**config.mk**
```make
export PLATFORM = sky130hd
export DESIGN_NAME = mlsq_ram
export DESIGN_NICKNAME = d
export VERILOG_FILES = /design/src/rtl/mlsq_ram.sv
export SDC_FILE = /design/constraint.sdc
export NUM_CORES = 1
export LEC_CHECK = 0
export BUFFER_PORTS_ARGS = -buffer_cell sky130_fd_sc_hd__buf_4
export CAP_MARGIN = 40
export CORE_MARGIN = 2
export CORE_UTILIZATION = 28
export CTS_CLUSTER_SIZE = 30
export DETAILED_ROUTE_END_ITERATION = 12
export MAX_ROUTING_LAYER = met4
export PLACE_DENSITY = 0.48
export SLEW_MARGIN = 20
export SYNTH_ARGS = -nofsm -noshare
export SYNTH_HDL_FRONTEND = slang
export SYNTH_SLANG_ARGS = --single-unit
```
**constraint.sdc**
```tcl
create_clock -name clk_i -period 5.62 [get_ports clk_i]
set_input_delay 0.843 -clock clk_i [delete_from_list [all_inputs] [get_ports clk_i]]
set_output_delay 0.843 -clock clk_i [all_outputs]
set_load 0.005 [all_outputs]
```
**src/rtl/mlsq_ram.sv**
```systemverilog
// Generic single-port-write, single-port-read RAM with a registered read.
module mlsq_ram #(
  parameter int Width = 8,
  parameter int Depth = 16
) (
  input  logic                     clk_i,
  input  logic                     we_i,
  input  logic [$clog2(Depth)-1:0] waddr_i,
  input  logic [Width-1:0]         wdata_i,
  input  logic                     re_i,
  input  logic [$clog2(Depth)-1:0] raddr_i,
  output logic [Width-1:0]         rdata_o
);

  logic [Width-1:0] mem_q [Depth];
  logic [Width-1:0] rdata_q;

  always_ff @(posedge clk_i) begin
    if (we_i) begin
      mem_q[waddr_i] <= wdata_i;
    end
    if (re_i) begin
      rdata_q <= mem_q[raddr_i];
    end
  end

  assign rdata_o = rdata_q;

endmodule

```
==> metrics.txt, run 1 <==
outcome finished clean; gp weighted congestion 0.748; Simple-Gate Fraction of Synth Area 0.0314; final max-slew violation count 0; DP HPWL 6970 um; Mapped Area 5230 um^2; TNS Setup 0 ns; DRT Pass-1 Iters 4; unrepaired setup endpoints after global routing no; slew at the pin closest to its max-slew limit ~0.84 ns; die area between 15,000 and 20,000 um^2; post-route antenna net violation count 0; H-tree Lvls 4; core box area roughly 18,000 um^2; Post-synth EDFFs about 140; CTS tree yes; number of global-route vias before repair between 2,000 and 3,000; hold_buf cts 0; power per cell area around 360 nW/um^2; asr flop ratio synth 0; Total GRT Usage 0.120; data required time at the worst endpoint roughly 5.7 ns; # IOs 27; Leakage Power roughly 0.0021 uW; CP max FO 32; Post-CTS Setup Inserts 0; Final setup viols 0; syn_nets roughly 250; clk root buf clkbuf_16; ranking of synthesized cells by area edfxtp_1 78%, mux4_2 7.8%, mux4_1 7.0%; Post-Synthesis Mean Instance Area about 23 um^2; compound-cell area share of the yosys netlist 0.0230; Row Count slightly below 50; Initial Util 0.288; Cells after Synth roughly 230; clk_skew just over 0.006 ns; clock network power share 0.453; pin count of the biggest net entering global routing 33; Die X approximately 140 um; Post-Route WL around 11,000 um; min Tclk post-route 2.29 ns; WHS about 0.74 ns; GRT Residual Overflow 0; CTS resizes 0; Sink Count 136; diodes inserted 0; yosys warns 0; DP Area between 5000 and 6000 um^2; first-pass GRT wire length about 16,000 um; Max Cap Violations 0; Seq/Total Area, Yosys 0.781; drt drc 0; top cells by count, synth 136 x edfxtp_1, 18 x mux4_2, 16 x a22oi_1, 14 x mux4_1, 13 x nor2_1; WP data arrival roughly 2.4 ns; Hold Vio Cnt, Final 0; sw frac 0.203; Hold Crit Class in -> reg; Synth top area share 0.781; Inserted Clock Buffers 17; switching power 467 uW; Synth Area in Adders 0; mux contribution to synthesized area 0.148; critical path class in -> reg; Worst IR Drop VDD ~0.2 mV; Reg power frac 0.499; Startpoint Class input pin; Pint about 1800 uW; most numerous cell in the Yosys netlist edfxtp_1; Tcrit/Tclk final 0.408; wire per inst roughly 21 um; Initial DRC Count 226; share of layout cells above drive strength 1 0.318; vias 2,418; synthesized flop and latch total ~140; Post-synth top flop edfxtp_1; IO buf count 26; worst rel slew slack 0.436; Logic pwr share 0.047; main combinational cell family by area after synthesis multiplexers; die height around 140 um; Synth Area in XOR/XNOR 0; filler cell count in the final layout between 1,500 and 2,000; antenna violations before repair 0; fmax 436 MHz; Clock Path Buffers 2; Vias/cell around 4.6; CTS clock-pin slew for the worst setup and hold paths around 0.060 ns; Total Nets Final about 300; synthesis-to-finish area growth 21.0%; cell taking the most area after synthesis edfxtp_1; latest clock arrival within the worst-skew pair slightly above 0.4 ns; Critical Path End Type flip-flop; synth unique cells 18; Final Util 0.349; fin area around 6300 um^2
[state kept, by name, indices dropped and copies added, names as in the netlist]
name,flops
rdata_o,8
mem_q,128
[final cells by class]
| class | instances | area, um^2 | share of cell area |
|---|---|---|---|
| Clock buffer | 17 | 425 | 0.0672 |
| Clock inverter | 14 | 135 | 0.0214 |
| Multi-Input combinational cell | 83 | 1070 | 0.169 |
| Sequential cell | 136 | 4080 | 0.645 |
| Tap cell | 229 | 287 | 0.0453 |
| Timing Repair Buffer | 42 | 324 | 0.0512 |
[placed cells by master (no fill, tap or decap), types with 2 or more instances in the layout]
master,netlist,layout
clkinv_4,0,2
a22oi_1,16,16
nand2_1,9,9
clkinv_1,0,2
mux4_1,14,14
nor3_2,0,3
nor2_1,13,13
mux4_2,18,18
bufinv_16,0,2
clkbuf_16,0,17
buf_4,1,38
nand3b_1,2,2
buf_6,3,3
nand2b_1,2,2
clkinv_2,0,4
clkinvlp_4,0,4
edfxtp_1,136,136
[cells by family after synthesis]
logic type | Yosys count
flops | 136
buf+inv | 10
simple gates | 35
compound gates | 16
mux | 32
[per-layer routing]
metal,global-route usage,vias to the layer above,wire [um]
li1,-,1084,-
met1,0.151,1269,4960
met2,0.186,58,5250
met3,0.0340,7,491
met4,0.0426,0,84
met5,-,-,0
[power by group through the flow]
stage	Combinational, uW	Sequential, uW	Clock, uW
finish	109	1150	1040
global route	119	1150	1110
CTS	112	1150	1060
detailed placement	112	1170	0
global placement	107	1170	0
floorplan	57.7	1170	0
[worst paths after layout]
path | startpoint | to | slack [ns] | cells after the start
hold reg to reg | mem_q[4][2] | rdata_o[2] | 0.75 | 3
setup reg to reg | mem_q[1][0] | rdata_o[0] | 4.04 | 3
setup / recovery | raddr_i[0] | rdata_o[0] | 3.33 | 4
hold / removal | wdata_i[4] | mem_q[8][4] | 0.74 | 1
[through the flow]
stage               power, uW  std cells  setup WS [ns]
finish                   2300        521           3.33
global route             2380        521           3.22
CTS                      2320        519           3.28
detailed placement       1280        488           2.85
global placement         1280        474           2.85
floorplan                1230        229           3.28
[critical path, stage by stage]
cell and delay, ns:
buf_4 0.49, mux4_1 0.64, a22oi_1 0.26, nand2_1 0.18
No activity file was read; power rests on OpenSTA's default activity.
==> inputs of run 2 (changes only) <==
ABC_AREA = 1   (was unset)
clock period = 2.13 ns   (was 5.62 ns; I/O delays follow)
==> run 2 against run 1 <==
Against the previous run:
- worst hold slack lost 0.53 ns
- utilization shrank 0.34 points
- flip-flop and latch count is the same
- register-to-register slack lost 3.1 ns
- clock skew grew 0.00060 ns
- clock power grew to 3.1 times the previous value
- first-iteration DRC count grew 110%
- cell count grew 68%
==> metrics.txt, run 2 <==
share of layout cells above drive strength 1 0.127 (-0.191); Synth top area share 0.698 (-0.0828); diodes inserted 0 (unchanged); Mapped Area 5850 um^2 (+12%); wire per inst 16.7 um (-19%); Row Count 52 (+6.1%); Seq/Total Area, Yosys 0.698 (-0.0828); commonest non-fill, non-tap cell in the layout nand2_1; Worst IR Drop VDD 0.476 mV (+130%); most frequent cells in the layout 173 x nand2_1, 136 x edfxtp_1, 100 x inv_1, 97 x nand3_1, 45 x buf_4; Critical Path End Type flip-flop; Leakage Power 0.00298 uW (+43%); worst rel slew slack 0.619 (+0.183); Post-Route WL 14,600 um (+36%); CP peak stage delay 0.34 ns (-0.30 ns); Post-synth top flop edfxtp_1; unrepaired setup endpoints after global routing no; DP HPWL 9260 um (+33%); CP endpoint rdata_o[5]; Post-synth EDFFs 136 (unchanged); Cells after Synth 551 (+140%); final max-slew violation count 0 (unchanged); TNS Setup 0 ns (unchanged); H-tree Lvls 4 (unchanged); cell taking the most area after synthesis edfxtp_1; Initial DRC Count 484 (+110%); synthesis-to-finish area growth 20.2%; Post-Synthesis Mean Instance Area 10.6 um^2 (-54%); clk_skew 0.00668 ns (+0.000601 ns); latest clock arrival within the worst-skew pair 0.41 ns (about the same); fmax around 730 MHz; reg2reg end rdata_o[6]; placed cells 843 (+73%); FF-to-FF setup slack 0.96 ns (-3.08 ns); CTS resizes 0 (unchanged); critical path class in -> reg; core box area 20,400 um^2 (+12%); asr flop ratio synth 0 (unchanged); # IOs 27 (unchanged); pin count of the biggest net entering global routing 47 (+42%); Sink Count 136 (unchanged); CTS tree yes; top cells by count, synth 173 x nand2_1, 136 x edfxtp_1, 100 x inv_1, 97 x nand3_1, 17 x nor2_1; slowest CP cell buf_4; vias 3,879 (+60%); GRT Residual Overflow 0 (unchanged); WP data arrival 1.54 ns (-0.88 ns); Clock Path Buffers 2 (unchanged); DRT Pass-1 Iters 5 (+1); Initial Util 0.287 (-0.000949); worst hold path depth 1 (unchanged); CP Launch Point raddr_i[1]; Post-CTS Setup Inserts 0 (unchanged); synthesized flop and latch total 136 (unchanged); IO buf count 26 (unchanged); Total GRT Usage 0.143 (+0.0238); Vias/cell 4.44 (-4.4%); Tcrit/Tclk final 0.647; die height 149 um (+5.6%); Power Total 6680 uW (+190%); WHS 0.211 ns (-0.531 ns); antenna violations before repair 0 (unchanged); Hold Vio Cnt, Final 0 (unchanged); synth unique cells 11 (-7); worst-path cell chain buf_4, inv_2, nand3_1, nand3_1, nand3_1, nand2_1; Inserted Clock Buffers 17 (unchanged); Total Nets Final 611 (+100%); drt drc 0 (unchanged); Die X 149 um (+5.6%); most frequent CP cell nand3_1; outcome finished clean; Hold Crit Class in -> reg; min Tclk post-route approximately 1.4 ns; CP max FO 33 (+3.1%); max reg flops 128 (unchanged); non-filler cells, final 874 (+68%); path depth of the worst reg2reg path 6 (+3); number of global-route vias before repair 3,801 (+47%); clk root buf clkbuf_16; Max Cap Violations 0 (unchanged); Startpoint Class input pin; CTS clock-pin slew for the worst setup and hold paths 0.06 ns (about the same); hold_buf cts 0 (unchanged); post-route antenna net violation count 0 (unchanged); first-pass GRT wire length 22,400 um (+39%); ranking of synthesized cells by area edfxtp_1 70%, nand2_1 11%, nand3_1 8.3%; Top reg by flops mem_q; data required time at the worst endpoint 2.29 ns (-3.45 ns); Final setup viols 0 (unchanged); gp weighted congestion 0.885 (+18%); die area 22,100 um^2 (+12%); syn_nets 570 (+130%); worst reg2reg startpoint mem_q[7][6]; most numerous cell in the Yosys netlist nand2_1; power per cell area 950 nW/um^2 (+160%); yosys warns 0 (unchanged); slew at the pin closest to its max-slew limit 0.571 ns (-0.274 ns)
[run 2: cell count changes in the layout (fill, tap and decap cells not counted), moves of 4 or more]
| cell | previous run | this run |
|---|---|---|
| mux4_2 | 18 | 0 |
| mux4_1 | 14 | 0 |
| nor2_1 | 13 | 17 |
| nand3_1 | 1 | 97 |
| inv_1 | 0 | 100 |
| nand2_1 | 9 | 173 |
| clkinvlp_4 | 4 | 0 |
| buf_4 | 38 | 45 |
| a22oi_1 | 16 | 0 |
| bufinv_16 | 2 | 6 |
[run 2: worst min path at each step]
stage | endpoint | slack (ns) | startpoint
6_report | rdata_o[0] | 0.21 | re_i
5_1_grt | rdata_o[2] | 0.20 | re_i
4_1_cts | rdata_o[6] | 0.20 | re_i
3_5_place_dp | rdata_o[6] | 0.62 | re_i
3_3_place_gp | rdata_o[2] | 0.63 | re_i
2_1_floorplan | mem_q[0][0] | 0.42 | wdata_i[0]
[run 2: final cells by class]
type,instances,area [um^2]
tap,270,338
clock inverter,14,229
sequential,136,4080
multi-input combinational,289,1210
clock buffer,17,425
timing repair buffer,46,358
inverter,102,383
fill,2017,13300
[run 2: cells by family after synthesis]
group | share of synthesized area
flip-flops | 0.698
buffers and inverters | 0.0939
AND/OR/NAND/NOR | 0.208
[run 2: power breakdown]
group	internal [uW]	switching, uW
Combinational	119	269
Sequential	3020	16.1
Clock	2180	1080
Total	5310	1370
[run 2: metrics by stage]
step / utilization / worst slack (ns) / instance area, um^2
2_1_floorplan: - / 0.860 / 5850
3_3_place_gp: 0.313 / 0.396 / 6380
3_5_place_dp: 0.313 / 0.363 / 6380
4_1_cts: 0.345 / 0.794 / 7030
5_1_grt: 0.345 / 0.681 / 7030
6_report: 0.345 / 0.751 / 7030
[run 2: critical path, delay by kind of cell]
kind | cells | cell delay [ns]
simple gates | 4 | 0.51
buf+inv | 2 | 0.68
[run 2: metal layers]
layer  GRT usage  wire length, um
met5           -                0
met2       0.219             6870
met1       0.185             6570
met4      0.0595              363
met3      0.0313              808
==> inputs of run 3 (changes only) <==
ABC_AREA = 0   (was 1)
clock period = 1.4 ns   (was 2.13 ns; I/O delays follow)
==> run 3 against run 2 <==
Against the previous run:
- utilization grew 1.0 points
- worst hold slack lost 0.10 ns
- clock power grew 30%
- non-clock buffer count grew 7
- critical endpoint is now rdata_o[6]
- largest cell class unchanged
- via count shrank 37%
- die area shrank 10%
- clock-buffer cell count grew 1
- sequential power grew 52%
- register-to-register slack lost 0.95 ns
- critical path depth shrank 3
==> metrics.txt, run 3 (synthesized netlist as in run 1, its figures left out) <==
outcome finished clean; Initial DRC Count 150 (-69%); placed cells 499 (-41%); Worst IR Drop VDD 0.805 mV (+69%); final max-slew violation count 0 (unchanged); CP max FO 1 (-97%); non-filler cells, final 533 (-39%); antenna violations before repair 0 (unchanged); Hold Vio Cnt, Final 0 (unchanged); worst-path cell chain mux4_2, a22oi_2, nand2_1; min Tclk post-route roughly 1.4 ns; Inserted Clock Buffers 17 (unchanged); commonest non-fill, non-tap cell in the layout edfxtp_1; DRT Pass-1 Iters 6 (+1); filler cell count in the final layout 1,677 (-17%); Post-CTS Setup Inserts 0 (unchanged); Total GRT Usage 0.116 (-0.0274); most frequent cells in the layout 136 x edfxtp_1, 49 x buf_4, 32 x mux4_2, 17 x clkbuf_16, 13 x nor2_1; Vias/cell 4.62 (+4.0%); wire per inst 19.1 um (+14%); pin count of the biggest net entering global routing 17 (-64%); Final setup viols 0 (unchanged); DP Area 5830 um^2 (-8.6%); worst reg2reg startpoint mem_q[3][6]; clk root buf clkbuf_16; latest clock arrival within the worst-skew pair 0.41 ns (about the same); WHS 0.106 ns (-0.105 ns); HP Start re_i; Startpoint Class flip-flop; vias 2,460 (-37%); Leakage Power 0.00212 uW (-29%); Initial Util 0.288 (+0.000949); clk_skew 0.00960 ns (+0.00292 ns); diodes inserted 0 (unchanged); synthesis-to-finish area growth 23.4%; Total Nets Final 310 (-49%); Row Count 49 (-5.8%); WP data arrival 1.53 ns (about the same); Sink Count 136 (unchanged); CP Launch Point mem_q[3][6]; power per cell area 1450 nW/um^2 (+52%); Max Cap Violations 0 (unchanged); DP HPWL 6840 um (-26%); CTS clock-pin slew for the worst setup and hold paths 0.06 ns (about the same); core box area 18,100 um^2 (-11%); critical path class reg -> reg; die height 141 um (-5.3%); max reg flops 128 (unchanged); Power Total 9340 uW (+40%); H-tree Lvls 4 (unchanged); TNS Setup 0 ns (unchanged); data required time at the worst endpoint 1.54 ns (-0.75 ns); gp weighted congestion 0.730 (-17%); drt drc 0 (unchanged); number of global-route vias before repair 2,581 (-32%); Tcrit/Tclk final 0.990; Critical Path End Type flip-flop; # IOs 27 (unchanged); post-route antenna net violation count 0 (unchanged); worst rel slew slack 0.655 (+0.0358); die area 19,800 um^2 (-10%); Clock Path Buffers 2 (unchanged); Die X 141 um (-5.3%); IO buf count 26 (unchanged); slew at the pin closest to its max-slew limit 0.518 ns (-0.0530 ns); slowest CP cell mux4_2; fmax 722 MHz; Top reg by flops mem_q; share of layout cells above drive strength 1 0.405 (+0.277); Hold Crit Class in -> reg; Post-Route WL 10,200 um (-30%); GRT Residual Overflow 0 (unchanged); cell family with most CP delay multiplexers; CP peak stage delay 0.48 ns (+0.14 ns); first-pass GRT wire length 15,800 um (-30%); CTS tree yes; Buf+Inv Stages, Crit Path 0 (-2); fin area 6450 um^2 (-8.3%); unrepaired setup endpoints after global routing yes
run 3: changes by cell type in the layout (fill, tap and decap cells not counted), moves of 3 or more:
cell	change
nand2_1	-164
inv_1	-100
nand3_1	-96
mux4_2	+32
a22oi_2	+9
a22oi_1	+7
buf_4	+4
clkinv_1	+4
nor2_1	-4
buf_12	+3
bufinv_16	-3
nor3_2	+3
run 3: path summary, 6_finish.rpt:
| check | to | slack, ns | cells after the start |
|---|---|---|---|
| max reg2reg | rdata_o[6] | 0.01 | 3 |
| min | rdata_o[1] | 0.11 | 1 |
| max | rdata_o[6] | 0.01 | 3 |
| min reg2reg | rdata_o[1] | 0.75 | 3 |
run 3: power by group:
group          internal (uW)  switching (uW)  total (uW)  leakage (uW)
registers               4590            25.3        4620       0.00124
logic                    239             253         492      0.000602
clock network           2740            1500        4240      0.000282
run 3: worst register-to-register path, stage by stage (launching register included):
cell and delay (ns):
edfxtp_1 0.37, mux4_2 0.48, a22oi_2 0.18, nand2_1 0.10
run 3: layout make-up:
class / count / area [um^2] / area share
Clock buffer: 18 / 429 / 0.0665
Clock inverter: 14 / 138 / 0.0213
Multi-Input combinational cell: 83 / 1060 / 0.165
Sequential cell: 136 / 4080 / 0.633
Tap cell: 229 / 287 / 0.0444
Timing Repair Buffer: 53 / 448 / 0.0694
run 3: repair_timing:
item	in CTS	in global routing
resized for setup	6	4
pin swaps	1	1
endpoints found under the setup margin	5	6
endpoints found under the hold margin	0	0
hold buffers	0	0
run 3: stage by stage:
| step | util | setup WS (ns) |
|---|---|---|
| 2_1_floorplan | - | -0.0761 |
| 3_3_place_gp | 0.321 | -0.280 |
| 4_1_cts | 0.354 | -0.00955 |
| 3_5_place_dp | 0.321 | -0.274 |
| 6_report | 0.355 | 0.0146 |
| 5_1_grt | 0.355 | -0.0465 |
run 3: metal layers:
metal  track usage  vias up  routed length [um]
met4        0.0395        0                 116
li1              -     1090                   -
met3        0.0377       10                 555
met1         0.151     1294                4660
met2         0.172       66                4830
met5             -        -                   0
